==> src/hw/rtl/udpd_pkg.sv <==
// Shared types, codes and constants of the UDP receive deframer.
package udpd_pkg;

  localparam int BUF_BYTES = 128;
  localparam int LEN_BITS  = 16;
  localparam int SPACE_W   = $clog2(BUF_BYTES + 1);
  localparam int REM_W     = LEN_BITS + 1;
  localparam int NV_W      = LEN_BITS + 4;
  localparam int HDR_LEN   = 8;
  localparam int MATCH_W   = $clog2(HDR_LEN);
  localparam int TMO_W     = 16;
  localparam int PLEN_W    = 16;

  localparam logic [NV_W-1:0] MAX_LEN = NV_W'((64'd1 << LEN_BITS) - 64'd1);

  localparam logic [1:0] CMD_BYTE   = 2'd0;
  localparam logic [1:0] CMD_TICK   = 2'd1;
  localparam logic [1:0] CMD_START  = 2'd2;
  localparam logic [1:0] CMD_UNUSED = 2'd3;

  localparam logic [2:0] PH_IDLE    = 3'd0;
  localparam logic [2:0] PH_HUNT    = 3'd1;
  localparam logic [2:0] PH_COMMA   = 3'd2;
  localparam logic [2:0] PH_ADDR    = 3'd3;
  localparam logic [2:0] PH_PORT    = 3'd4;
  localparam logic [2:0] PH_LEN     = 3'd5;
  localparam logic [2:0] PH_PAYLOAD = 3'd6;
  localparam logic [2:0] PH_BADLEN  = 3'd7;

  localparam logic [2:0] ST_BUSY    = 3'd0;
  localparam logic [2:0] ST_OK      = 3'd1;
  localparam logic [2:0] ST_PARSE   = 3'd2;
  localparam logic [2:0] ST_ZERO    = 3'd3;
  localparam logic [2:0] ST_FULL    = 3'd4;
  localparam logic [2:0] ST_TIMEOUT = 3'd5;

  localparam logic REG_HDR_TMO = 1'b0;
  localparam logic REG_PAY_TMO = 1'b1;

  localparam logic [7:0] CH_CR    = 8'h0D;
  localparam logic [7:0] CH_LF    = 8'h0A;
  localparam logic [7:0] CH_COMMA = 8'h2C;
  localparam logic [7:0] CH_ZERO  = 8'h30;
  localparam logic [7:0] CH_NINE  = 8'h39;

  typedef struct packed {
    logic [1:0] cmd;
    logic [7:0] rx_byte;
  } item_t;

  typedef struct packed {
    logic              data_valid;
    logic [7:0]        data_byte;
    logic [2:0]        status;
    logic [PLEN_W-1:0] payload_length;
  } res_t;

  typedef struct packed {
    logic [TMO_W-1:0] header_timeout;
    logic [TMO_W-1:0] payload_timeout;
  } cfg_t;

  function automatic logic [7:0] hdr_char(input logic [MATCH_W-1:0] idx);
    logic [7:0] c;
    unique case (idx)
      3'd0:    c = 8'h2B;
      3'd1:    c = 8'h54;
      3'd2:    c = 8'h52;
      3'd3:    c = 8'h44;
      3'd4:    c = 8'h55;
      3'd5:    c = 8'h53;
      3'd6:    c = 8'h3A;
      default: c = 8'h32;
    endcase
    return c;
  endfunction

endpackage

==> src/hw/rtl/udp_receive_deframer.sv <==
// Top level of the UDP receive deframer: word register, parser and result register.
// Takes one word (received byte, millisecond tick or start) per clock while the
// result side is ready and returns one result per word through the input and result
// registers. The parser state updates as a word moves from the input register to the
// result register, so back-to-back words run at one per cycle; a stalled result holds
// the result register and one further word waits in the input register. Timeout
// registers must be written by the user through the cfg port only while the block is idle (not enforced).
module udp_receive_deframer (
  input  logic                         clk,
  input  logic                         rst_n,
  input  logic                         in_valid,
  output logic                         in_ready,
  input  logic [1:0]                   in_cmd,
  input  logic [7:0]                   in_rx_byte,
  output logic                         out_valid,
  input  logic                         out_ready,
  output logic                         out_data_valid,
  output logic [7:0]                   out_data_byte,
  output logic [2:0]                   out_status,
  output logic [udpd_pkg::PLEN_W-1:0]  out_payload_length,
  input  logic                         cfg_we,
  input  logic                         cfg_index,
  input  logic [udpd_pkg::TMO_W-1:0]   cfg_data
);

  logic            s1_valid_r, s1_valid_nxt;
  udpd_pkg::item_t s1_item_r;
  logic            out_valid_r, out_valid_nxt;
  udpd_pkg::res_t  out_res_r;
  udpd_pkg::res_t  core_res;
  udpd_pkg::cfg_t  cfg_r;
  logic            adv;
  logic            in_acc;

  assign adv      = s1_valid_r && (!out_valid_r || out_ready);
  assign in_ready = !s1_valid_r || adv;
  assign in_acc   = in_valid && in_ready;

  assign s1_valid_nxt  = in_acc ? 1'b1 : (adv ? 1'b0 : s1_valid_r);
  assign out_valid_nxt = adv ? 1'b1 : (out_ready ? 1'b0 : out_valid_r);

  udpd_core u_core (
    .clk   (clk),
    .rst_n (rst_n),
    .step  (adv),
    .item  (s1_item_r),
    .cfg   (cfg_r),
    .res   (core_res)
  );

  always_ff @(posedge clk) begin
    if (!rst_n) begin
      s1_valid_r  <= 1'b0;
      out_valid_r <= 1'b0;
    end else begin
      s1_valid_r  <= s1_valid_nxt;
      out_valid_r <= out_valid_nxt;
    end
  end

  always_ff @(posedge clk) begin
    if (in_acc) s1_item_r <= '{cmd: in_cmd, rx_byte: in_rx_byte};
    if (adv) out_res_r <= core_res;
  end

  always_ff @(posedge clk) begin
    if (!rst_n) begin
      cfg_r.header_timeout  <= udpd_pkg::TMO_W'(5000);
      cfg_r.payload_timeout <= udpd_pkg::TMO_W'(1000);
    end else if (cfg_we) begin
      if (cfg_index == udpd_pkg::REG_HDR_TMO) cfg_r.header_timeout <= cfg_data;
      if (cfg_index == udpd_pkg::REG_PAY_TMO) cfg_r.payload_timeout <= cfg_data;
    end
  end

  assign out_valid          = out_valid_r;
  assign out_data_valid     = out_res_r.data_valid;
  assign out_data_byte      = out_res_r.data_byte;
  assign out_status         = out_res_r.status;
  assign out_payload_length = out_res_r.payload_length;

endmodule

==> src/hw/rtl/udpd_core.sv <==
// Parser state and per-word next-state and result logic.
module udpd_core (
  input  logic            clk,
  input  logic            rst_n,
  input  logic            step,
  input  udpd_pkg::item_t item,
  input  udpd_pkg::cfg_t  cfg,
  output udpd_pkg::res_t  res
);

  logic [2:0]                    phase_r, phase_nxt;
  logic [udpd_pkg::MATCH_W-1:0]  match_r, match_nxt;
  logic [udpd_pkg::SPACE_W-1:0]  space_r, space_nxt;
  logic [udpd_pkg::REM_W-1:0]    rem_r, rem_nxt;
  logic [udpd_pkg::TMO_W-1:0]    elapsed_r, elapsed_nxt;
  logic [udpd_pkg::TMO_W-1:0]    limit_r, limit_nxt;

  logic [udpd_pkg::TMO_W-1:0]    el_inc;
  logic [udpd_pkg::LEN_BITS-1:0] rem_len;
  logic [udpd_pkg::NV_W-1:0]     len_nv;
  logic [udpd_pkg::REM_W-1:0]    rem_dec;
  logic                          is_digit;
  logic [7:0]                    b;

  localparam logic [udpd_pkg::SPACE_W-1:0] SPACE_FULL =
    udpd_pkg::SPACE_W'(udpd_pkg::BUF_BYTES);

  assign b        = item.rx_byte;
  assign rem_len  = rem_r[udpd_pkg::LEN_BITS-1:0];
  assign is_digit = (b >= udpd_pkg::CH_ZERO) && (b <= udpd_pkg::CH_NINE);
  assign len_nv   = {1'b0, rem_len, 3'b000} + {3'b000, rem_len, 1'b0}
                  + udpd_pkg::NV_W'(b - udpd_pkg::CH_ZERO);
  assign rem_dec  = rem_r - udpd_pkg::REM_W'(1);
  assign el_inc   = (elapsed_r != {udpd_pkg::TMO_W{1'b1}}) ?
                    elapsed_r + udpd_pkg::TMO_W'(1) : elapsed_r;

  always_comb begin
    phase_nxt   = phase_r;
    match_nxt   = match_r;
    space_nxt   = space_r;
    rem_nxt     = rem_r;
    elapsed_nxt = elapsed_r;
    limit_nxt   = limit_r;
    res         = '0;
    unique case (item.cmd)
      udpd_pkg::CMD_START: begin
        phase_nxt   = udpd_pkg::PH_HUNT;
        match_nxt   = '0;
        space_nxt   = SPACE_FULL;
        rem_nxt     = '0;
        elapsed_nxt = '0;
        limit_nxt   = cfg.header_timeout;
      end
      udpd_pkg::CMD_TICK: begin
        if (phase_r != udpd_pkg::PH_IDLE) begin
          elapsed_nxt = el_inc;
          if ((limit_r != '0) && (el_inc >= limit_r)) begin
            res.status = udpd_pkg::ST_TIMEOUT;
            phase_nxt  = udpd_pkg::PH_IDLE;
            match_nxt  = '0;
          end
        end
      end
      udpd_pkg::CMD_BYTE: begin
        if (phase_r != udpd_pkg::PH_IDLE) begin
          if ((phase_r != udpd_pkg::PH_PAYLOAD) && (space_r == '0)) begin
            res.status = udpd_pkg::ST_FULL;
            phase_nxt  = udpd_pkg::PH_IDLE;
            match_nxt  = '0;
          end else if (b == udpd_pkg::CH_CR) begin
            if (rem_r != '0) rem_nxt = rem_dec;
          end else begin
            unique case (phase_r)
              udpd_pkg::PH_HUNT: begin
                if (b == udpd_pkg::hdr_char(match_r)) begin
                  match_nxt = match_r + udpd_pkg::MATCH_W'(1);
                  if (match_r == udpd_pkg::MATCH_W'(udpd_pkg::HDR_LEN - 1)) begin
                    match_nxt = '0;
                    phase_nxt = udpd_pkg::PH_COMMA;
                    space_nxt = SPACE_FULL;
                  end
                end else begin
                  match_nxt = (b == udpd_pkg::hdr_char('0)) ?
                              udpd_pkg::MATCH_W'(1) : '0;
                  space_nxt = space_r - udpd_pkg::SPACE_W'(1);
                end
              end
              udpd_pkg::PH_COMMA: begin
                if (b == udpd_pkg::CH_COMMA) begin
                  phase_nxt = udpd_pkg::PH_ADDR;
                  space_nxt = SPACE_FULL;
                end else begin
                  phase_nxt = udpd_pkg::PH_BADLEN;
                end
              end
              udpd_pkg::PH_ADDR, udpd_pkg::PH_PORT: begin
                if (b == udpd_pkg::CH_COMMA)
                  phase_nxt = (phase_r == udpd_pkg::PH_ADDR) ?
                              udpd_pkg::PH_PORT : udpd_pkg::PH_LEN;
                space_nxt = space_r - udpd_pkg::SPACE_W'(1);
              end
              udpd_pkg::PH_LEN: begin
                if (is_digit) begin
                  if (len_nv > udpd_pkg::MAX_LEN) phase_nxt = udpd_pkg::PH_BADLEN;
                  else rem_nxt = udpd_pkg::REM_W'(len_nv);
                  space_nxt = space_r - udpd_pkg::SPACE_W'(1);
                end else if (b == udpd_pkg::CH_COMMA) begin
                  if (rem_r == '0) begin
                    res.status = udpd_pkg::ST_ZERO;
                    phase_nxt  = udpd_pkg::PH_IDLE;
                    match_nxt  = '0;
                  end else begin
                    res.payload_length = udpd_pkg::PLEN_W'(rem_len);
                    rem_nxt     = rem_r + udpd_pkg::REM_W'(2);
                    phase_nxt   = udpd_pkg::PH_PAYLOAD;
                    elapsed_nxt = '0;
                    limit_nxt   = cfg.payload_timeout;
                  end
                end else begin
                  phase_nxt = udpd_pkg::PH_BADLEN;
                  space_nxt = space_r - udpd_pkg::SPACE_W'(1);
                end
              end
              udpd_pkg::PH_BADLEN: begin
                if (b == udpd_pkg::CH_LF) begin
                  res.status = udpd_pkg::ST_PARSE;
                  phase_nxt  = udpd_pkg::PH_IDLE;
                  match_nxt  = '0;
                end else begin
                  space_nxt = space_r - udpd_pkg::SPACE_W'(1);
                end
              end
              udpd_pkg::PH_PAYLOAD: begin
                if (rem_r == '0) begin
                  res.status = udpd_pkg::ST_FULL;
                  phase_nxt  = udpd_pkg::PH_IDLE;
                  match_nxt  = '0;
                end else begin
                  rem_nxt = rem_dec;
                  if (rem_dec == '0) begin
                    res.status = udpd_pkg::ST_OK;
                    phase_nxt  = udpd_pkg::PH_IDLE;
                    match_nxt  = '0;
                  end else begin
                    res.data_valid = 1'b1;
                    res.data_byte  = b;
                  end
                end
              end
              udpd_pkg::PH_IDLE: begin
                phase_nxt = udpd_pkg::PH_IDLE;
                match_nxt = '0;
              end
            endcase
          end
        end
      end
      default: begin
      end
    endcase
  end

  always_ff @(posedge clk) begin
    if (!rst_n) begin
      phase_r   <= udpd_pkg::PH_IDLE;
      match_r   <= '0;
      space_r   <= SPACE_FULL;
      rem_r     <= '0;
      elapsed_r <= '0;
      limit_r   <= '0;
    end else if (step) begin
      phase_r   <= phase_nxt;
      match_r   <= match_nxt;
      space_r   <= space_nxt;
      rem_r     <= rem_nxt;
      elapsed_r <= elapsed_nxt;
      limit_r   <= limit_nxt;
    end
  end

endmodule

==> config.mk <==
export PLATFORM = sky130hd
export DESIGN_NAME = udp_receive_deframer
export DESIGN_NICKNAME = d
export VERILOG_FILES = /design/src/hw/rtl/udpd_pkg.sv /design/src/hw/rtl/udp_receive_deframer.sv /design/src/hw/rtl/udpd_core.sv
export SDC_FILE = /design/constraint.sdc
export NUM_CORES = 1
export LEC_CHECK = 0
export ABC_AREA = 1
export BUFFER_PORTS_ARGS = -buffer_cell sky130_fd_sc_hd__buf_2
export CORE_ASPECT_RATIO = 1.5
export CORE_MARGIN = 2
export CORE_UTILIZATION = 50
export DETAILED_ROUTE_END_ITERATION = 12
export GPL_TIMING_DRIVEN = 0
export PLACE_DENSITY = 0.72
export SLEW_MARGIN = 10
export SYNTH_ARGS = -nofsm -noshare
export SYNTH_HDL_FRONTEND = slang
export SYNTH_HIERARCHICAL = 1
export SYNTH_SLANG_ARGS = --single-unit
==> constraint.sdc <==
create_clock -name clk -period 3.46 [get_ports clk]
set_input_delay 0.346 -clock clk [delete_from_list [all_inputs] [get_ports clk]]
set_output_delay 0.346 -clock clk [all_outputs]
set_load 0.005 [all_outputs]
==> flow_summary.ini <==
[outcome]
outcome = finished, final reports clean

[timing]
fmax_ghz = 0.291
setup_viol = 0
post-route-period-util = 0.993
tns_ps = 0
max_slew_margin = 0.452
report.final.slew_viol_count = 0
rsz0062_at_grt = yes
worstMarginPinSlew_ps = 820
finalHoldViolations = 0
skew_ps = 11.8
fin_crit_ps = 3440

[cells_and_area]
area_growth_pct = 20.8
final_cell_mix = nand2_1 (368), nor2_1 (206), inv_1 (146)
finalNetCount = 1648
drive_gt1_frac = 0.176
mostFrequentLayoutCell = nand2_1
final.fill_count = 1817
diodes = 0

[setup_path]
cp_max_fo = 8
r2r-start = s1_item_r[4]$_DFFE_PP_
path_cells = buf_4, inv_4, ha_4, fa_1, ha_4, a21oi_4, nand2_2, nand2_1, nand2_2, nand2_1, nand2_1, nand2_1, nand2_2, nor2_4, nand3_2, nand2_2, and2_4, buf_8, buf_8, o21ai_2, nand2_1, nor2_1
cp_slowest_cell = fa_1
r2r_slack_ps = 20
worst_setup_path_start_kind = flip-flop
crit_top_cell = nand2_1
cp.required_ps = 3790
slowest_delay_ps = 560
r2r-end = u_core/rem_r[11]$_SDFFE_PN0P_
ff2ff_path_depth = 22
critPathBufInv = 4
crit_family = simple AND/OR/NAND/NOR gates
path_class = reg2reg
cp.arrival_ps = 3770
cp-end-kind = flip-flop

[clock_network]
insertion_delay_ps = 440
cts_hold_buf = 0
clock_sinks = 135
cts_buffers = 17
cts_root_buffer = clkbuf_16
htree_levels = 4
cts_tree = done
cts_buffer_depth = 2
clk_pin_slew_worst_paths_ps = 60

[place]
gp_congestion = 0.928
io_buffers = 60
dp_hpwl_mm = 21.6

[pwr]
power_frac_seq = 0.372
combinationalPowerShare = 0.239
switching_share = 0.315
cellLeakagePower_nw = 5.41
clock_power_share = 0.389
vdd_drop_max_v = 0.000349
power.density_nw_per_um2 = 410
power.internal_mw = 3.29
total_power_mw = 4.80
p_switching_mw = 1.51

[hold_path]
hold_path_class = in2reg
holdPathStages = 1
hold_start = in_rx_byte[2]
worstHoldEndpoint = s1_item_r[2]$_DFFE_PP_

[run]
cap_violations = 0

[floorplan]
fp.coreArea_sq_um = 19100
die_h_um = 174
die_area_sq_um = 20500
ios = 62
start_util = 0.507
std_cell_rows = 62
die_w_um = 118

[synth]
seq_area_frac_synth = 0.318
syn-mean-instance-area_sq_um = 6.72
synth_top_area_cell = dfxtp_1
syn-num-nets = 1539
syn-cell-area_sq_um = 9680
ys_ff_latch = 135
ys_top_cells_by_area = dfxtp_1 (20%), nand2_1 (15%), edfxtp_1 (12%), nor2_1 (8.3%), ha_1 (6.6%)
yosys_warnings = 6
synth.distinct_cells = 48
synth_cells = 1441
yosysTopAreaCellShare = 0.201

[global_routing]
antenna_found_initial = 0
grt.total_usage = 0.277
grt_max_degree = 22
grt_pass1_wl_mm = 45.7
grt_overflow = 0
grt_pass1_vias = 9669

[drt]
drt_iter0_markers = 714
ant_nets = 0
routed_wl_mm = 29.0
wl_per_cell_um = 16.0
drcViolationCount = 0
firstDrtPassIters = 6
vias_per_cell = 5.46
route.vias.total = 9924
## cells in the mapped netlist, drive strengths merged
cell / instances
a211oi: 29
a21boi: 3
a21oi: 66
a31oi: 4
and2: 2
and3: 2
buf: 32
clkbuf: 19
clkinv: 2
dfxtp: 97
edfxtp: 38
fa: 15
ha: 51
inv: 163
nand2: 399
nand3: 114
nand3b: 3
nand4: 22
nor2: 224
nor3: 39
nor3b: 1
nor4: 8
o211a: 1
o211ai: 5
o21a: 2
o21ai: 67
o21bai: 2
o22ai: 1
o311ai: 1
or2: 4
or3: 1
xnor2: 3
xor2: 21
## per-layer routing
layer,global-route usage,up-vias,share of wire
li1,-,4918,-
met4,0.197,0,0.074
met3,0.0374,136,0.044
met2,0.522,348,0.53
met1,0.276,4522,0.36
met5,0,-,0
## final cells by class
class	instances	area [sq um]	share of cell area
plain buffers	51	328	0.0280
clock buffers	19	433	0.0370
clock inverters	13	170	0.0146
inverters	165	629	0.0538
multi-input cells	1090	6130	0.524
flip-flops and latches	135	3090	0.264
well taps	256	320	0.0274
repair buffers	90	601	0.0514
## worst reg2reg max path, cell delays in order, from the launching register on
cell,delay (ps)
edfxtp_1,480
buf_4,200
inv_4,80
ha_4,210
fa_1,560
ha_4,240
a21oi_4,150
nand2_2,80
nand2_1,70
nand2_2,70
nand2_1,90
nand2_1,60
nand2_1,80
nand2_2,110
nor2_4,150
nand3_2,80
nand2_2,70
and2_4,130
buf_8,130
buf_8,130
o21ai_2,50
nand2_1,80
nor2_1,50
## state kept, by name (all words and copies together) (netlist names), 8 cells and up
name / flops
s1_item_r: 10
out_payload_length: 16
cfg_r: 32
out_data_byte: 8
u_core/elapsed_r: 16
u_core/limit_r: 16
u_core/space_r: 8
u_core/rem_r: 17
## how the worst max path moves through the flow
stage                           start                             end  cells after the start
2_1_floorplan  s1_item_r[5]$_DFFE_PP_   u_core/rem_r[11]$_SDFFE_PN0P_                     21
4_1_cts        s1_item_r[6]$_DFFE_PP_   u_core/rem_r[11]$_SDFFE_PN0P_                     23
3_5_place_dp   s1_item_r[5]$_DFFE_PP_   u_core/rem_r[11]$_SDFFE_PN0P_                     19
3_3_place_gp                out_ready  u_core/match_r[1]$_SDFFE_PN0P_                      9
6_report       s1_item_r[4]$_DFFE_PP_   u_core/rem_r[11]$_SDFFE_PN0P_                     22
5_1_grt        s1_item_r[5]$_DFFE_PP_   u_core/rem_r[10]$_SDFFE_PN0P_                     25
## repair_timing
action | CTS | global route
pin swaps | 3 | 49
gates resized for setup | 17 | 95
endpoints found under the setup margin | 23 | 25
gates cloned | 0 | 2
setup buffers | 4 | 23
## kinds of logic after synthesis
| family | count (synthesis) | synth area share |
|---|---|---|
| DFF | 135 | 0.318 |
| AOI/OAI and AO/OA | 181 | 0.106 |
| xor gates and xnor gates | 24 | 0.0217 |
| buffers and inverters | 216 | 0.0968 |
| adders and majority gates | 66 | 0.0969 |
| and+or+nand+nor | 819 | 0.361 |
## power groups by stage
stage	clock (mW)	combinational (mW)	sequential, mW
floorplan	0	0.706	1.80
global placement	0	0.946	1.81
detailed placement	0	0.969	1.81
CTS	1.90	1.02	1.78
global route	1.96	1.28	1.79
finish	1.87	1.15	1.78
## through the flow
step | cells | hold slack (ps) | setup WS (ps) | instance area (sq um) | util
4_1_cts | 1794 | 73.1 | -26.3 | 11100 | 0.582
5_1_grt | 1819 | 78.0 | -183 | 11700 | 0.613
2_1_floorplan | 1441 | 429 | 67.9 | 9690 | -
3_3_place_gp | 1757 | 438 | -919 | 10300 | 0.540
6_report | 1819 | 83.2 | 23.4 | 11700 | 0.613
3_5_place_dp | 1758 | 443 | -653 | 10300 | 0.542
Power figures use the tool's default switching activity.
